===== src/rtl/tbwa_pkg.sv =====
`timescale 1ns / 1ps

package tbwa_pkg;

  localparam int TABLE_TILES = 1024;
  localparam int WORKERS     = 16;

  localparam int CFG_W   = 11;
  localparam int COORD_W = 10;
  localparam int WID_W   = 4;
  localparam int ENT_W   = WID_W + 1;
  localparam int PROD_W  = 2 * CFG_W;
  localparam int ADDR_W  = (TABLE_TILES > 1) ? $clog2(TABLE_TILES) : 1;
  localparam int WK_RAW  = (WORKERS > 1) ? $clog2(WORKERS) : 1;
  localparam int WK_W    = (WK_RAW > WID_W) ? WID_W : WK_RAW;
  localparam int DIV_CNT_W = $clog2(CFG_W + 1);
  localparam int IDX_W   = 2;

  typedef enum logic {
    OP_CLAIM     = 1'b0,
    OP_NEW_FRAME = 1'b1
  } op_t;

  typedef enum logic [1:0] {
    ST_GRANT   = 2'd0,
    ST_DONE    = 2'd1,
    ST_TOOBIG  = 2'd2,
    ST_CLEARED = 2'd3
  } status_t;

  typedef enum logic [IDX_W-1:0] {
    REG_GRID_W  = 2'd0,
    REG_GRID_H  = 2'd1,
    REG_BLOCK_W = 2'd2,
    REG_BLOCK_H = 2'd3
  } cfg_reg_t;

  typedef enum logic [1:0] {
    MUL_WH = 2'd0,
    MUL_YW = 2'd1,
    MUL_JW = 2'd2
  } mul_sel_t;

  typedef struct packed {
    op_t              operation;
    logic [WID_W-1:0] worker_id;
  } req_t;

  typedef struct packed {
    status_t            status;
    logic [COORD_W-1:0] tile_x;
    logic [COORD_W-1:0] tile_y;
  } rsp_t;

  typedef struct packed {
    logic     item_ld;
    logic     wk_rd;
    logic     wk_clr;
    logic     prod_ld;
    mul_sel_t mul_sel;
    logic     cur_first;
    logic     cur_resume;
    logic     cur_step;
    logic     mem_clr;
    logic     mem_rd;
    logic     mem_fill;
    logic     div_start;
    logic     div_sel;
    logic     left_ld;
    logic     top_ld;
    logic     bound_ld;
    logic     col_init;
    logic     col_step;
    logic     row_step;
    logic     wb_done;
    logic     wb_grant;
    logic     res_ld;
    status_t  res_status;
  } cmd_t;

  typedef struct packed {
    logic op_new;
    logic too_big;
    logic bad;
    logic started;
    logic cur_fin;
    logic y_past;
    logic ent_valid;
    logic ent_own;
    logic div_done;
    logic row_end;
    logic col_last;
    logic clr_last;
    logic out_full;
  } sts_t;

endpackage


===== src/rtl/tbwa_ctrl.sv =====
`timescale 1ns / 1ps

module tbwa_ctrl (
  input  logic           clk,
  input  logic           rst,
  input  logic           req_valid,
  output logic           req_ready,
  input  tbwa_pkg::sts_t sts,
  output tbwa_pkg::cmd_t cmd
);

  typedef enum logic [15:0] {
    S_CLEAR  = 16'b0000000000000001,
    S_NEWF   = 16'b0000000000000010,
    S_IDLE   = 16'b0000000000000100,
    S_LOAD   = 16'b0000000000001000,
    S_DECIDE = 16'b0000000000010000,
    S_SCAN   = 16'b0000000000100000,
    S_ADDR   = 16'b0000000001000000,
    S_RD     = 16'b0000000010000000,
    S_DIVX   = 16'b0000000100000000,
    S_DIVXW  = 16'b0000001000000000,
    S_DIVY   = 16'b0000010000000000,
    S_DIVYW  = 16'b0000100000000000,
    S_BOUND  = 16'b0001000000000000,
    S_FROW   = 16'b0010000000000000,
    S_FCOL   = 16'b0100000000000000,
    S_FINISH = 16'b1000000000000000
  } state_t;

  state_t             state;
  state_t             state_next;
  tbwa_pkg::status_t  code;
  tbwa_pkg::status_t  code_next;

  assign req_ready = (state == S_IDLE);

  always_ff @(posedge clk) begin
    if (rst) begin
      state <= S_CLEAR;
      code  <= tbwa_pkg::ST_DONE;
    end else begin
      state <= state_next;
      code  <= code_next;
    end
  end

  always_comb begin
    cmd            = '0;
    cmd.mul_sel    = tbwa_pkg::MUL_WH;
    cmd.res_status = code;
    state_next     = state;
    code_next      = code;
    case (state)
      S_CLEAR: begin
        cmd.mem_clr = 1'b1;
        if (sts.clr_last) begin
          state_next = S_IDLE;
        end
      end
      S_NEWF: begin
        cmd.mem_clr = 1'b1;
        cmd.wk_clr  = 1'b1;
        if (sts.clr_last) begin
          code_next  = tbwa_pkg::ST_CLEARED;
          state_next = S_FINISH;
        end
      end
      S_IDLE: begin
        cmd.item_ld = req_valid;
        if (req_valid) begin
          state_next = S_LOAD;
        end
      end
      S_LOAD: begin
        cmd.prod_ld = 1'b1;
        cmd.mul_sel = tbwa_pkg::MUL_WH;
        cmd.wk_rd   = 1'b1;
        state_next  = S_DECIDE;
      end
      S_DECIDE: begin
        if (sts.op_new) begin
          state_next = S_NEWF;
        end else if (sts.too_big) begin
          code_next  = tbwa_pkg::ST_TOOBIG;
          state_next = S_FINISH;
        end else if (sts.bad) begin
          code_next  = tbwa_pkg::ST_DONE;
          state_next = S_FINISH;
        end else if (!sts.started) begin
          cmd.cur_first = 1'b1;
          state_next    = S_SCAN;
        end else if (sts.cur_fin) begin
          code_next  = tbwa_pkg::ST_DONE;
          state_next = S_FINISH;
        end else begin
          cmd.cur_resume = 1'b1;
          state_next     = S_SCAN;
        end
      end
      S_SCAN: begin
        if (sts.y_past) begin
          cmd.wb_done = 1'b1;
          code_next   = tbwa_pkg::ST_DONE;
          state_next  = S_FINISH;
        end else begin
          cmd.prod_ld = 1'b1;
          cmd.mul_sel = tbwa_pkg::MUL_YW;
          state_next  = S_ADDR;
        end
      end
      S_ADDR: begin
        cmd.mem_rd = 1'b1;
        state_next = S_RD;
      end
      S_RD: begin
        if (!sts.ent_valid) begin
          state_next = S_DIVX;
        end else if (sts.ent_own) begin
          cmd.wb_grant = 1'b1;
          code_next    = tbwa_pkg::ST_GRANT;
          state_next   = S_FINISH;
        end else begin
          cmd.cur_step = 1'b1;
          state_next   = S_SCAN;
        end
      end
      S_DIVX: begin
        cmd.div_start = 1'b1;
        cmd.div_sel   = 1'b0;
        state_next    = S_DIVXW;
      end
      S_DIVXW: begin
        if (sts.div_done) begin
          cmd.left_ld = 1'b1;
          state_next  = S_DIVY;
        end
      end
      S_DIVY: begin
        cmd.div_start = 1'b1;
        cmd.div_sel   = 1'b1;
        state_next    = S_DIVYW;
      end
      S_DIVYW: begin
        cmd.div_sel = 1'b1;
        if (sts.div_done) begin
          cmd.top_ld = 1'b1;
          state_next = S_BOUND;
        end
      end
      S_BOUND: begin
        cmd.bound_ld = 1'b1;
        state_next   = S_FROW;
      end
      S_FROW: begin
        if (sts.row_end) begin
          cmd.wb_grant = 1'b1;
          code_next    = tbwa_pkg::ST_GRANT;
          state_next   = S_FINISH;
        end else begin
          cmd.prod_ld  = 1'b1;
          cmd.mul_sel  = tbwa_pkg::MUL_JW;
          cmd.col_init = 1'b1;
          state_next   = S_FCOL;
        end
      end
      S_FCOL: begin
        cmd.mem_fill = 1'b1;
        cmd.col_step = 1'b1;
        if (sts.col_last) begin
          cmd.row_step = 1'b1;
          state_next   = S_FROW;
        end
      end
      S_FINISH: begin
        if (!sts.out_full) begin
          cmd.res_ld = 1'b1;
          state_next = S_IDLE;
        end
      end
      default: begin
        state_next = S_CLEAR;
      end
    endcase
  end

endmodule


===== config.mk =====
export PLATFORM = sky130hd
export DESIGN_NAME = tbwa_ctrl
export DESIGN_NICKNAME = d
export VERILOG_FILES = /design/src/rtl/tbwa_pkg.sv /design/src/rtl/tbwa_ctrl.sv
export SDC_FILE = /design/constraint.sdc
export NUM_CORES = 1
export LEC_CHECK = 0
export ABC_AREA = 0
export ABC_CLOCK_PERIOD_IN_PS = 3750
export BUFFER_PORTS_ARGS = -buffer_cell sky130_fd_sc_hd__buf_2
export CAP_MARGIN = 20
export CORE_ASPECT_RATIO = 0.8
export CORE_MARGIN = 8
export CORE_UTILIZATION = 55
export CTS_BUF_LIST = sky130_fd_sc_hd__clkbuf_4
export DETAILED_ROUTE_END_ITERATION = 10
export PLACE_DENSITY = 0.84
export RECOVER_POWER = 50
export SYNTH_ARGS = -nofsm -noshare
export SYNTH_HDL_FRONTEND = slang
export SYNTH_SLANG_ARGS = --single-unit
export TNS_END_PERCENT = 1

===== constraint.sdc =====
create_clock -name clk -period 3.75 [get_ports clk]
set_input_delay 0.5625 -clock clk [delete_from_list [all_inputs] [get_ports clk]]
set_output_delay 0.5625 -clock clk [all_outputs]
set_load 0.02 [all_outputs]

# Word level (Yosys, flattened, before mapping)
# Cells that the tools add are included.
dict set report totals {
  reg_bits 18
  output_inout_bits 26
}
dict set report classes {
  reduce_logical 6
  eq_ne 30
  n_mux 65
}
# op count
set ops {}
lappend ops {{16-bit two-way mux} 16}
lappend ops {{16-bit one-hot mux with 16 select lines} 1}
lappend ops {{2-bit two-way mux} 15}
lappend ops {{1-bit two-way mux} 28}
lappend ops {{2-bit != test, second input constant} 12}
lappend ops {{16-bit by 1-bit equality test with 1-bit output, second input constant} 1}
lappend ops {{16-bit by 10-bit equality test with 1-bit output, second input constant} 1}
lappend ops {{16-bit by 11-bit equality test with 1-bit output, second input constant} 1}
lappend ops {{16-bit by 12-bit equality test with 1-bit output, second input constant} 1}
lappend ops {{16-bit by 13-bit equality test with 1-bit output, second input constant} 1}
lappend ops {{16-bit by 14-bit equality test with 1-bit output, second input constant} 1}
lappend ops {{16-bit by 15-bit equality test with 1-bit output, second input constant} 1}
lappend ops {{16-bit equality test, second input constant} 1}
lappend ops {{16-bit by 2-bit equality test with 1-bit output, second input constant} 1}
lappend ops {{16-bit by 3-bit equality test with 1-bit output, second input constant} 1}
lappend ops {{16-bit by 4-bit equality test with 1-bit output, second input constant} 1}
lappend ops {{16-bit by 5-bit equality test with 1-bit output, second input constant} 1}
lappend ops {{16-bit by 6-bit equality test with 1-bit output, second input constant} 1}
lappend ops {{16-bit by 7-bit equality test with 1-bit output, second input constant} 1}
lappend ops {{16-bit by 8-bit equality test with 1-bit output, second input constant} 1}
lappend ops {{16-bit by 9-bit equality test with 1-bit output, second input constant} 1}
lappend ops {{2-bit one-hot mux with 5 select lines} 1}
lappend ops {{3-bit one-hot mux with 3 select lines} 1}
lappend ops {{9-bit AND reduction} 1}
lappend ops {{6 further kinds} 10}

# Longest topological paths before layout
dict set report logic_depth {
  ltp_word 6
  mapped_depth 7
  depth_no_buf 5
}

# Worst setup path after synthesis
# OpenSTA, ideal clock, no wires.
dict set report synth_timing {
  path_kind {register to output}
  start {register state[15]}
  end {output port cmd[24] in the netlist's numbering}
  setup_slack_ns 0.839
  stages_incl_launch_ff 7
  required_ns 3.188
  arrival_ns 2.348
  path_cell_list {dfxtp_1 buf_6 nor4_1 clkbuf_1 nand3_1 nor4_1 and2_1}
}
# element line_no
set synth_rtl {}
lappend synth_rtl {{start, declared} tbwa_ctrl.sv:31} ;# state_t state;
lappend synth_rtl {{start signal, assigned} tbwa_ctrl.sv:43} ;# state <= state_next;
lappend synth_rtl {{end, declared} tbwa_ctrl.sv:9} ;# output tbwa_pkg::cmd_t cmd

==> flow_metrics.py <==
metrics = {
    "synth": {
        "netlist_area_um2": 1478,
        "synth.area.top_cells": "dfxtp_1 24%, nor2_1 5.8%, nor4_1 5.1%",
        "synth_nets": 210,
        "synthArstFlopShare": 0,
        "yosysMostFrequentCell": "nor2_1",
        "yosysWarnings": 0,
        "synth_simple_gate_area_frac": 0.4462,
        "synthMuxAreaShare": 0.03133,
        "synth-compound-area-share": 0.1439,
        "ys_seq_area_frac": 0.2439,
        "synth_top_cell_area_share": 0.2439,
        "synthAdderAreaFrac": 0,
        "synth_top_area_cell": "dfxtp_1",
        "ys_top_cells_by_count": "23 x nor2_1, 18 x dfxtp_1, 12 x nor3_1, 12 x nor4_1, 10 x clkbuf_1",
        "ys_types": 53,
        "syn_inst": 194,
        "synth_ff_type": "dfxtp_1",
        "synth_edf_count": 0,
        "synth_top_family_by_area": "simple AND/OR/NAND/NOR gates",
        "yosys.area_share.xor_xnor": 0.04149,
        "synth-seq-cells": 18,
        "syn-mean-instance-area_um2": 7.617,
    },
    "power": {
        "p_leak_nw": 0.7070,
        "peakVddDrop_mv": 0.2360,
        "p_per_area_nw_per_um2": 280.8,
    },
    "floorplanning": {
        "dieArea_um2": 4612,
        "fp.dieH_um": 62.36,
        "pin_count": 42,
        "rows": 16,
        "die_w_um": 73.95,
        "coreArea_um2": 2502,
        "start_util": 0.5905,
    },
    "setup_path": {
        "r2r_end": "code[1]",
        "r2r_start": "state[4]",
        "reg2reg_slack_ns": 1.05,
        "r2r_cells": 5,
        "setup.worst_path.end_class": "output pin",
        "cp.arrival_ns": 2.62,
        "worstPathRequired_ns": 3.19,
        "worstSetupPathType": "reg2out",
        "start_kind": "flip-flop",
        "critPathMaxFanout": 9,
    },
    "clocking": {
        "cts_hold_buffers": 0,
        "cts-root-buf": "clkbuf_4",
        "cts_tree": "yes",
        "ctsHtreeMaxLevel": 1,
        "ctsResizeCount": 0,
        "post_cts_buffers": 0,
        "clock_latency_ns": 0.29,
        "clock-sinks": 18,
        "numCtsBuffers": 3,
        "clk_pin_slew_ns": 0.10,
        "ctsLongestPathBuffers": 2,
    },
    "route": {
        "num_vias": 1594,
        "viasPerCell": 6.227,
        "antenna_left": 0,
        "dr.pass1.iters": 4,
        "drt_iter0_drc": 178,
        "drc": 0,
        "wl_per_cell_um": 16.49,
        "routed_wl_um": 4221,
    },
    "global_route": {
        "grt_max_degree": 21,
        "overflow": 0,
        "grtUsageTotal": 0.1857,
        "antenna_found_initial": 0,
        "grt_pass1_wl_um": 7017,
        "grt_pass1_vias": 1420,
    },
    "sta": {
        "post-route-min-period_ns": 3.185,
        "tns_ns": 0,
        "setup_violations": 0,
        "hold_viol_final": 0,
        "relSlewSlack": 0.4479,
        "tightest_slew_ns": 0.8206,
        "slew_viol_final": 0,
        "rsz0062_at_grt": "false",
        "fmax_mhz": 314.0,
        "final.setup_skew_ns": 0.004111,
        "timing.final.crit_share": 0.8493,
    },
    "place": {
        "placedInstanceArea_um2": 1632,
        "hpwl_um": 3261,
        "portBuffers": 41,
        "routabilityCongestion": 0.9777,
    },
    "cells_and_area": {
        "syn_to_final_growth_pct": 10.92,
        "utilization": 0.6550,
        "drive_above_1_share": 0.2273,
        "design_area_um2": 1639,
        "diodes": 0,
        "multi_input_area_um2": 969.7,
        "final_nets": 238,
        "fill_cells": 255,
        "seq_area_um2": 360.3,
    },
    "status": {
        "status": "completed",
    },
    "min_path": {
        "min-delay-start": "sts[7]",
        "holdPathEnd": "state[6]",
        "hold_path_class": "in2reg",
        "holdPathStages": 2,
    },
    "job": {
        "maxCapViolCount": 0,
    },
}
[per-layer routing]
| metal | track usage | vias up | share of wire |
|---|---|---|---|
| li1 | - | 781 | - |
| met1 | 0.2800 | 741 | 0.49 |
| met2 | 0.2610 | 72 | 0.42 |
| met3 | 0.04327 | 0 | 0.081 |
| met4 | 0.01990 | 0 | 0 |
| met5 | 0 | - | 0 |
[cell families after synthesis]
kind of cell           count (synthesis)
flip-flops                            18
AO/OA/AOI/OAI                         30
multiplexers                           4
buffers and inverters                 27
AND/OR/NAND/NOR                      108
XOR/XNOR                               7
[layout by cell type (no fill, tap or decap), drive strengths merged, types with 2 or more instances in the layout]
master,instances
nand2b,4
buf,39
clkbuf,7
a32o,2
nand4,9
nor2,24
dfxtp,18
or4b,2
mux2,2
nor4b,4
or3,4
nand3,4
xnor2,3
o21ai,5
and3,2
nor4,15
a31oi,3
inv,7
and2,2
or4,6
nor2b,5
xor2,4
nand2,6
and4,2
nor3b,6
mux2i,2
a21oi,6
nor3,12
[worst max-delay path by stage]
stage | start | to | slack, ns
finish | state[4] | cmd[21] | 0.57
global route | state[4] | cmd[21] | 0.37
CTS | state[4] | cmd[8] | 0.60
detailed placement | state[4] | cmd[8] | 0.94
global placement | state[4] | cmd[8] | 0.92
floorplan | state[15] | cmd[24] | 0.84
[critical path, stage by stage, from the launching register on]
cell and delay, ns:
dfxtp_1 0.41, nor4_2 0.71, nand2_1 0.15, nor4_1 0.71, or3_1 0.19, buf_2 0.16
[report_power, final]
part | switching [mW] | internal (mW)
Sequential | 0.0176 | 0.198
Combinational | 0.0875 | 0.0598
Clock | 0.0601 | 0.0374
Total | 0.165 | 0.295
[layout make-up]
class	count	area share
well taps	36	0.02748
flip-flops and latches	18	0.2198
multi-input cells	149	0.5916
repair buffers	43	0.1313
inverters	7	0.01603
clock buffers	3	0.01374
[metrics by stage]
| step | setup WS (ns) | instances | power [mW] | hold WS [ns] |
|---|---|---|---|---|
| after floorplan | 0.8394 | 194 | 0.3217 | 0.5842 |
| after global placement | 0.9158 | 253 | 0.3664 | 0.4920 |
| after detailed placement | 0.9354 | 253 | 0.3652 | 0.5067 |
| after CTS | 0.5976 | 256 | 0.4610 | 0.4562 |
| after global routing | 0.3740 | 256 | 0.4855 | 0.4731 |
| final | 0.5651 | 256 | 0.4602 | 0.4625 |
[state kept, by name (all words and copies together) (netlist names)]
register  cells
code          2
state        16
(Power assumes the default switching activity.)
